--- src/hw/rtl/bfa_pkg.sv ---
// bfa_pkg: shared types, constants and codes of the bitmap frame allocator
// used by bfa_controller, bfa_datapath and bitmap_frame_allocator
// no dependencies
`default_nettype none

package bfa_pkg;

    localparam int NUM_FRAMES_DEF      = 8192;
    localparam int RESERVED_FRAMES_DEF = 1024;

    localparam int FRAME_SHIFT = 12;
    localparam int COUNT_W     = 14;
    localparam int ADDR_W      = 25;
    localparam int BYTES_W     = 26;
    localparam int KB_W        = 16;

    localparam logic [KB_W-1:0]    MEMORY_KB_RST = 16'd32768;
    localparam logic [COUNT_W-1:0] COUNT_MAX     = 14'h3FFF;

    typedef enum logic {
        OP_ALLOC = 1'b0,
        OP_FREE  = 1'b1
    } bfa_op_t;

    typedef struct packed {
        bfa_op_t              opcode;
        logic [BYTES_W-1:0]   request_bytes;
        logic [ADDR_W-1:0]    free_address;
    } bfa_req_t;

    typedef struct packed {
        logic                 success;
        logic [ADDR_W-1:0]    start_address;
        logic [COUNT_W-1:0]   frames_used;
    } bfa_resp_t;

    typedef enum logic [2:0] {
        ST_INIT,
        ST_IDLE,
        ST_CHECK,
        ST_SCAN,
        ST_VERIFY,
        ST_WRITE,
        ST_DONE
    } bfa_state_t;

    // controller to datapath
    typedef struct packed {
        logic init_wr;
        logic load;
        logic scan_begin;
        logic scan_step;
        logic range_begin;
        logic range_step;
        logic commit;
        logic fail;
    } bfa_cmd_t;

    // datapath to controller
    typedef struct packed {
        logic init_done;
        logic is_free;
        logic n_zero;
        logic pre_ok;
        logic scan_hit;
        logic scan_end;
        logic fit_ok;
        logic range_empty;
        logic range_done;
    } bfa_status_t;

endpackage

`default_nettype wire

--- src/hw/rtl/bfa_controller.sv ---
// bfa_controller: sequencing state machine of the frame allocator
// depends on bfa_pkg
`default_nettype none

module bfa_controller
    import bfa_pkg::*;
(
    input  wire logic        clk,
    input  wire logic        rst_n,
    input  wire logic        start,
    input  wire bfa_status_t status,
    output bfa_cmd_t         cmd,
    output logic             busy,
    output logic             done
);

    bfa_state_t state_reg;
    bfa_state_t state_next;

    always_ff @(posedge clk or negedge rst_n)
    begin
        if (!rst_n)
        begin
            state_reg <= ST_INIT;
        end
        else
        begin
            state_reg <= state_next;
        end
    end

    always_comb
    begin
        state_next = state_reg;
        unique case (state_reg)
            ST_INIT:
            begin
                if (status.init_done)
                begin
                    state_next = ST_IDLE;
                end
            end
            ST_IDLE:
            begin
                if (start)
                begin
                    state_next = ST_CHECK;
                end
            end
            ST_CHECK:
            begin
                priority if (status.is_free && status.n_zero)
                begin
                    state_next = ST_DONE;
                end
                else if (status.is_free)
                begin
                    state_next = ST_WRITE;
                end
                else if (!status.pre_ok)
                begin
                    state_next = ST_DONE;
                end
                else
                begin
                    state_next = ST_SCAN;
                end
            end
            ST_SCAN:
            begin
                priority if (status.scan_hit)
                begin
                    state_next = ST_VERIFY;
                end
                else if (status.scan_end)
                begin
                    state_next = ST_DONE;
                end
            end
            ST_VERIFY:
            begin
                state_next = status.fit_ok ? ST_WRITE : ST_DONE;
            end
            ST_WRITE:
            begin
                if (status.range_empty || status.range_done)
                begin
                    state_next = ST_DONE;
                end
            end
            ST_DONE:
            begin
                state_next = ST_IDLE;
            end
            default:
            begin
                state_next = ST_INIT;
            end
        endcase
    end

    always_comb
    begin
        cmd  = '0;
        busy = (state_reg != ST_IDLE);
        done = (state_reg == ST_DONE);
        unique case (state_reg)
            ST_INIT:
            begin
                cmd.init_wr = 1'b1;
            end
            ST_IDLE:
            begin
                cmd.load = start;
            end
            ST_CHECK:
            begin
                priority if (status.is_free && status.n_zero)
                begin
                    cmd.commit = 1'b1;
                end
                else if (status.is_free)
                begin
                    cmd.range_begin = 1'b1;
                end
                else if (!status.pre_ok)
                begin
                    cmd.commit = 1'b1;
                    cmd.fail   = 1'b1;
                end
                else
                begin
                    cmd.scan_begin = 1'b1;
                end
            end
            ST_SCAN:
            begin
                cmd.scan_step = 1'b1;
                if (status.scan_end && !status.scan_hit)
                begin
                    cmd.commit = 1'b1;
                    cmd.fail   = 1'b1;
                end
            end
            ST_VERIFY:
            begin
                if (status.fit_ok)
                begin
                    cmd.range_begin = 1'b1;
                end
                else
                begin
                    cmd.commit = 1'b1;
                    cmd.fail   = 1'b1;
                end
            end
            ST_WRITE:
            begin
                if (status.range_empty)
                begin
                    cmd.commit = 1'b1;
                end
                else
                begin
                    cmd.range_step = 1'b1;
                    cmd.commit     = status.range_done;
                end
            end
            ST_DONE:
            begin
                cmd = '0;
            end
            default:
            begin
                cmd = '0;
            end
        endcase
    end

endmodule

`default_nettype wire

--- config.mk ---
export PLATFORM = sky130hd
export DESIGN_NAME = bfa_controller
export DESIGN_NICKNAME = d
export VERILOG_FILES = /design/src/hw/rtl/bfa_pkg.sv /design/src/hw/rtl/bfa_controller.sv
export SDC_FILE = /design/constraint.sdc
export NUM_CORES = 1
export LEC_CHECK = 0
export BUFFER_PORTS_ARGS = -buffer_cell sky130_fd_sc_hd__buf_2
export CAP_MARGIN = 20
export CORE_AREA = 2 2 39 41
export DETAILED_ROUTE_END_ITERATION = 7
export DIE_AREA = 0 0 41 43
export PLACE_DENSITY = 0.52
export RECOVER_POWER = 100
export SLEW_MARGIN = 20
export SYNTH_ARGS = -nofsm -noshare
export SYNTH_HDL_FRONTEND = slang
export SYNTH_SLANG_ARGS = --single-unit
--- constraint.sdc ---
create_clock -name clk -period 3.5 [get_ports clk]
set_input_delay 0.35 -clock clk [delete_from_list [all_inputs] [get_ports clk]]
set_output_delay 0.35 -clock clk [all_outputs]
set_load 0.005 [all_outputs]
# ---- Yosys cells after proc, flatten, opt, wreduce, memory -nomap -nowiden
# Index checks and enable logic that the tools add are counted.
dict set report op_classes {
  muxes 32
  n_eq_ne 11
  n_reduce_logical 6
}
# operator count
set ops {}
lappend ops {{$mux W3} 8}
lappend ops {{$pmux W3 S7} 1}
lappend ops {{$mux W1} 15}
lappend ops {{$mux W2} 5}
lappend ops {{$eq A3 B3 Y1 const B} 3}
lappend ops {{$eq A3 B2 Y1 const B} 2}
lappend ops {{$ne A2 B2 Y1 const B} 3}
lappend ops {{$pmux W1 S4} 1}
lappend ops {{$reduce_and A4 Y1} 1}
lappend ops {{$eq A3 B1 Y1 const B} 1}
lappend ops {{$logic_not A3 Y1} 1}
lappend ops {{$ne A3 B1 Y1 const B} 1}
lappend ops {{$ne A3 B3 Y1 const B} 1}
lappend ops {{$pmux W1 S3} 1}
lappend ops {{$logic_and A1 B1 Y1} 2}
lappend ops {{$pmux W1 S2} 1}
lappend ops {{$logic_not A1 Y1} 1}
lappend ops {{$logic_or A1 B1 Y1} 1}
dict set report totals {
  output_inout_bits 10
  word_cells 50
  regBits 3
  input_bits 12
}

# ---- Longest topological paths before layout
# Gate-level depths: netlist (run 1).
dict set report logic_depth {
  word_depth 4
  depth_mapped 5
  mapped_depth_nobuf 4
}

# ---- Worst setup path after synthesis (run 1)
# OpenSTA, ideal clock, no wires.
dict set report synth_timing {
  path_kind {register to output}
  start {register state_reg[0]}
  end {output port cmd[1] (netlist bit)}
  stages_incl_launch_ff 6
  arrival_ns 1.008
  path_buffers 1
  slack_ns 2.142
  required_time_ns 3.150
  cell_sequence {dfrtp_1 buf_2 nand2_1 nor3_1 a22oi_1 o221ai_1}
}
# element line_no
set synth_lines {}
lappend synth_lines {{start: declaration} bfa_controller.sv:17} ;# bfa_state_t state_reg;
lappend synth_lines {{start signal: assignment} bfa_controller.sv:28} ;# state_reg <= state_next;
lappend synth_lines {{end: declaration} bfa_controller.sv:12} ;# output bfa_cmd_t cmd,

==> flow_summary.yaml, run 1 <==
die:
  io_pins: 22
  die_w_um: 41
  core_sq_um: 1380
  initial_core_util_pct: 24.8
  die_area_sq_um: 1760
  die_y_um: 43
  rows: 14
cells_and_area:
  stdcell_count: 91
  regArea_sq_um: 75.1
  largest_register_ffs: 3
  synthToLayoutAreaGrowth_pct: 39.1
  nets: 88
  layout-drive-gt1-share_pct: 21.3
  antenna_cells: 0
  multiInputGateArea_sq_um: 235
  nFillCells: 167
logic_synthesis:
  synthTopCellsByArea: "dfrtp_1, nor2_1, nor2b_1, a21oi_1, o21ai_0"
  syn_nets: 64
  yosysMostFrequentCell: "nor2_1"
  yosysTopAreaCellShare_pct: 21.9
  synth_edf_count: 0
  ys_async_sr_fraction_pct: 100
  synth_flop_cell: "dfrtp_1"
  synth_seq_area_share_pct: 21.9
  syn_area_sq_um: 343
  avgSynthCellArea_sq_um: 6.59
  yosys-top-cells-count: "nor2_1, inv_1, nand2_1"
  synth_top_area_cell: "dfrtp_1"
  ys.warnings.count: 0
  syn_inst: 52
  ys_seq_elements: 3
  ys_types: 22
routing:
  wl_per_cell_um: 9.97
  route.detailed.drc: 0
  firstDrtPassIters: 4
  vias: 441
  drt_iter0_drc: 13
  drt-total-wl_um: 907
  detail-route-antenna-nets: 0
  via_per_inst: 4.85
power:
  share_comb_of_total_power_pct: 53.0
  power_switching_uw: 158
  pwr-share-clk_pct: 16.8
  seq_power_share_pct: 30.2
  powerDensity_nw_per_um2: 724
  switching_share_pct: 45.8
  cellLeakagePower_uw: 0.000226
  vdd_drop_max_mv: 0.219
  p_int_uw: 187
clock_tree:
  clk_latency_ns: 0.22
  cts_tree: "built"
  clk_pin_slew_ns: 0.04
  cts_sinks: 3
  root_buffer: "clkbuf_4"
  clockBufferDepth: 2
  htree_levels: 1
  numCtsBuffers: 3
  cts-resized-gates: 0
grt:
  grt_pass1_vias: 397
  grt_usage_pct: 12.6
  grt_first_pass_wirelength_um: 1600
  grt.overflow.total: 0
  grt_max_degree: 18
  antenna_found_initial: 0
setup_path:
  critPathArrivalTime_ns: 1.53
  cpMaxStageDelayCell: "dfrtp_1"
  crit_type: "reg2out"
  crit_required_ns: 3.15
  rrSetupSlack_ns: 2.12
  cp-end-kind: "output port"
  cp_cell_sequence: "nand2_1 > nor3_1 > a22oi_1 > o21ai_0 > clkbuf_1"
  critPathLaunchType: "register"
  critPathMaxStageDelay_ns: 0.54
  crit_fanout: 12
worst_hold_path:
  hold_class: "in2reg"
sta:
  setup-violations-final: 0
  slew_headroom_pct: 71.8
  period_needed_ns: 1.88
  hold_viol_final: 0
  fin_skew_ns: 0.00162
  tightestPinTransition_ns: 0.419
  maxSlewViolCount: 0
  rsz0062_at_grt: "no"
  clock.fmax_mhz: 531
  finalSetupTns_ns: 0
  finalCritPeriodShare_pct: 53.8
place:
  gp_congestion: 0.820
  port_buffers: 21
  dp_hpwl_um: 722
  dp.cells: 86
run_status:
  status: "finished clean"
run:
  maxCapViolations: 0
-- critical path, delay by kind of cell, from the launching register on --
family	cells	cell delay (ns)
AO/OA/AOI/OAI	2	0.27
buffers and inverters	1	0.13
flip-flops	1	0.54
AND/OR/NAND/NOR	2	0.37
-- metal layers --
layer	up-vias	global-route usage, %	share of wire, %
met1	199	18.1	47
met2	11	18.8	47
met4	0	4.00	0
met3	0	1.57	5.6
li1	231	-	-
met5	-	0	0
-- logic make-up (layout without fill, tap and decap cells) --
group / Yosys count / in the layout / synth area share (%)
buffers and inverters: 7 / 30 / 9.49
flip-flops: 3 / 3 / 21.9
AND/OR/NAND/NOR: 26 / 26 / 38.7
AO/OA/AOI/OAI: 16 / 16 / 29.9
-- final timing paths --
path,startpoint,endpoint,depth (start not counted)
worst max-delay path,state_reg[0],cmd[0],5
worst min-delay path,status[4],state_reg[2],3
worst max register to register,state_reg[0],state_reg[1],4
worst min register to register,state_reg[1],state_reg[0],2
max in group asynchronous,rst_n,state_reg[1],2
min in group asynchronous,rst_n,state_reg[0],2
-- cell type report --
| type | instances | area share, % |
|---|---|---|
| inverter | 4 | 3.15 |
| clock buffer | 4 | 5.51 |
| timing repair buffer | 22 | 22.0 |
| sequential | 3 | 15.7 |
| tap | 16 | 4.20 |
| multi-input combinational | 42 | 49.3 |
-- timing repair --
action                                 in CTS  in global routing
endpoints found under the hold margin       3                  0
hold buffers                                1                  0
setup buffers                               0                  0
-- cells in the final DEF, fill, tap and decap left out, drive strengths merged, types with 2 or more instances in the layout --
cell,instances
a21oi,3
a22oi,2
a31oi,2
and2b,2
buf,11
clkbuf,14
dfrtp,3
inv,4
nand2,4
nand2b,2
nor2,10
nor2b,3
nor3,2
o21ai,3
o22ai,2
-- through the flow --
step	total power, uW	worst slack, ns	utilization, %	hold WS, ns	instance area, sq um
6_report	345	1.62	34.4	0.415	477
2_1_floorplan	236	2.14	-	0.0544	343
5_1_grt	389	1.41	34.4	0.459	477
4_1_cts	356	1.60	35.2	0.411	487
3_3_place_gp	298	1.82	32.5	0.147	450
3_5_place_dp	294	1.85	32.5	0.147	450
-- power groups by stage --
stage                     Combinational, uW  Sequential, uW  Clock, uW
after floorplan                         171            64.3          0
after global placement                  192             106          0
after detailed placement                190             104          0
after CTS                               191             104       60.3
after global routing                    213             112       63.4
final                                   183             104       58.0
Power figures use the tool's default switching activity.
==> run 2: changes to the inputs <==
PLACE_DENSITY = 0.54   (was 0.52)
clock period = 1.6 ns   (was 3.5 ns; I/O delays follow)
==> flow_summary.yaml, run 2 (synthesized netlist as in run 1, its figures left out) <==
grt:
  antenna_found_initial: 0
  grt_first_pass_wirelength_um: 1670
  grt_max_degree: 11
  grt_usage_pct: 14.2
  grt.overflow.total: 0
  grt_pass1_vias: 392
clock_tree:
  htree_levels: 1
  cts_tree: "built"
  clk_pin_slew_ns: 0.04
  cts_sinks: 3
  numCtsBuffers: 3
  clockBufferDepth: 2
  clk_latency_ns: 0.23
  root_buffer: "clkbuf_4"
setup_path:
  rrSetupSlack_ns: 0.26
  critPathMaxStageDelay_ns: 0.46
  r2r_end: "state_reg[1]"
  crit_required_ns: 1.44
  critPathLaunchType: "register"
  cp-end-kind: "output port"
  critPathArrivalTime_ns: 1.39
  cp_cell_sequence: "or3b_1 > o221ai_1 > buf_2"
  r2r_cells: 5
  r2r_start: "state_reg[0]"
  crit_fanout: 8
  cpMaxStageDelayCell: "dfrtp_2"
  crit_type: "reg2out"
cells_and_area:
  nets: 93
  mostFrequentLayoutCells: "buf_2, nor2_1, buf_4"
  antenna_cells: 0
  final_util_pct: 39.2
  largest_register_ffs: 3
  synthToLayoutAreaGrowth_pct: 58.0
  stdcell_count: 96
  layout-drive-gt1-share_pct: 43.8
  layout_commonest_cell: "buf_2"
  nFillCells: 155
die:
  die_area_sq_um: 1760
  initial_core_util_pct: 24.8
  core_sq_um: 1380
  io_pins: 22
  rows: 14
  die_y_um: 43
  die_w_um: 41
routing:
  via_per_inst: 4.96
  firstDrtPassIters: 4
  detail-route-antenna-nets: 0
  vias: 476
  drt_iter0_drc: 16
  drt-total-wl_um: 1020
  wl_per_cell_um: 10.6
  route.detailed.drc: 0
sta:
  maxSlewViolCount: 0
  hold_viol_final: 0
  period_needed_ns: 1.55
  tightestPinTransition_ns: 0.480
  rsz0062_at_grt: "yes"
  finalCritPeriodShare_pct: 96.9
  fin_skew_ns: 0.00161
  slew_headroom_pct: 67.7
  clock.fmax_mhz: 645
  setup-violations-final: 0
place:
  port_buffers: 21
  dp.cells: 87
  dp_hpwl_um: 740
  gp_congestion: 0.813
worst_hold_path:
  hold_path_depth: 3
  hold_class: "in2reg"
  hold_path_end: "state_reg[2]"
  min_from: "status[3]"
power:
  vdd_drop_max_mv: 0.545
  finalPower_uw: 910
  powerDensity_nw_per_um2: 1680
  cellLeakagePower_uw: 0.000277
run_status:
  status: "finished clean"
run:
  maxCapViolations: 0
-- run 2: cell count changes in the layout (fill, tap and decap cells not counted), sizes merged --
cell and delta:
clkbuf -9, buf +14
-- run 2: repair_timing --
| item | 4_1_cts | 5_1_grt |
|---|---|---|
| hold endpoints to repair | 3 | 0 |
| pin swaps | 1 | 1 |
| resized for setup | 3 | 4 |
| endpoints found under the setup margin | 2 | 2 |
| hold buffers | 1 | 0 |
| buffers inserted | 3 | 1 |
-- run 2: worst max path at each step --
stage | start | endpoint | slack, ns
floorplan | state_reg[0] | state_reg[1] | 0.41
global placement | state_reg[1] | cmd[1] | 0.17
detailed placement | state_reg[0] | cmd[1] | 0.17
CTS | state_reg[1] | cmd[1] | 0.003
global route | state_reg[2] | cmd[1] | -0.02
finish | state_reg[2] | cmd[1] | 0.05
-- run 2: per-stage QoR --
| stage | instance area, sq um | worst slack (ns) | TNS [ns] | hold WS (ns) |
|---|---|---|---|---|
| floorplan | 343 | 0.409 | 0 | -0.136 |
| global placement | 458 | 0.171 | 0 | -0.0420 |
| detailed placement | 458 | 0.174 | 0 | -0.0419 |
| CTS | 520 | 0.00346 | 0 | 0.193 |
| global route | 542 | -0.0178 | -0.0178 | 0.212 |
| finish | 542 | 0.0496 | 0 | 0.211 |
-- run 2: area by class of cell --
| type | instances | area (sq um) | share of cell area, % |
|---|---|---|---|
| repair buffers | 27 | 151 | 27.9 |
| flip-flops and latches | 3 | 78.8 | 14.5 |
| clock buffers | 4 | 26.3 | 4.85 |
| multi-input cells | 42 | 250 | 46.2 |
| inverters | 4 | 15.0 | 2.77 |
| well taps | 16 | 20.0 | 3.70 |
-- run 2: per-layer routing --
metal	up-vias	part of all wire, %	global-route usage, %
li1	242	-	-
met1	212	44	18.1
met2	20	49	19.1
met3	2	6.2	4.71
met4	0	0.78	10.0
met5	-	0	0
-- run 2: where the power goes --
part / total, uW / switching [uW] / internal (uW)
Sequential: 209 / 84.8 / 124
Combinational: 569 / 266 / 303
Clock: 133 / 39.1 / 93.5
Total: 910 / 390 / 520
-- run 2: worst max-delay path: cells and delay by family (launching register included) --
| kind | cells | cell delay, ns |
|---|---|---|
| flip-flops | 1 | 0.46 |
| AO/OA/AOI/OAI | 1 | 0.17 |
| buffers and inverters | 1 | 0.14 |
| AND/OR/NAND/NOR | 1 | 0.39 |
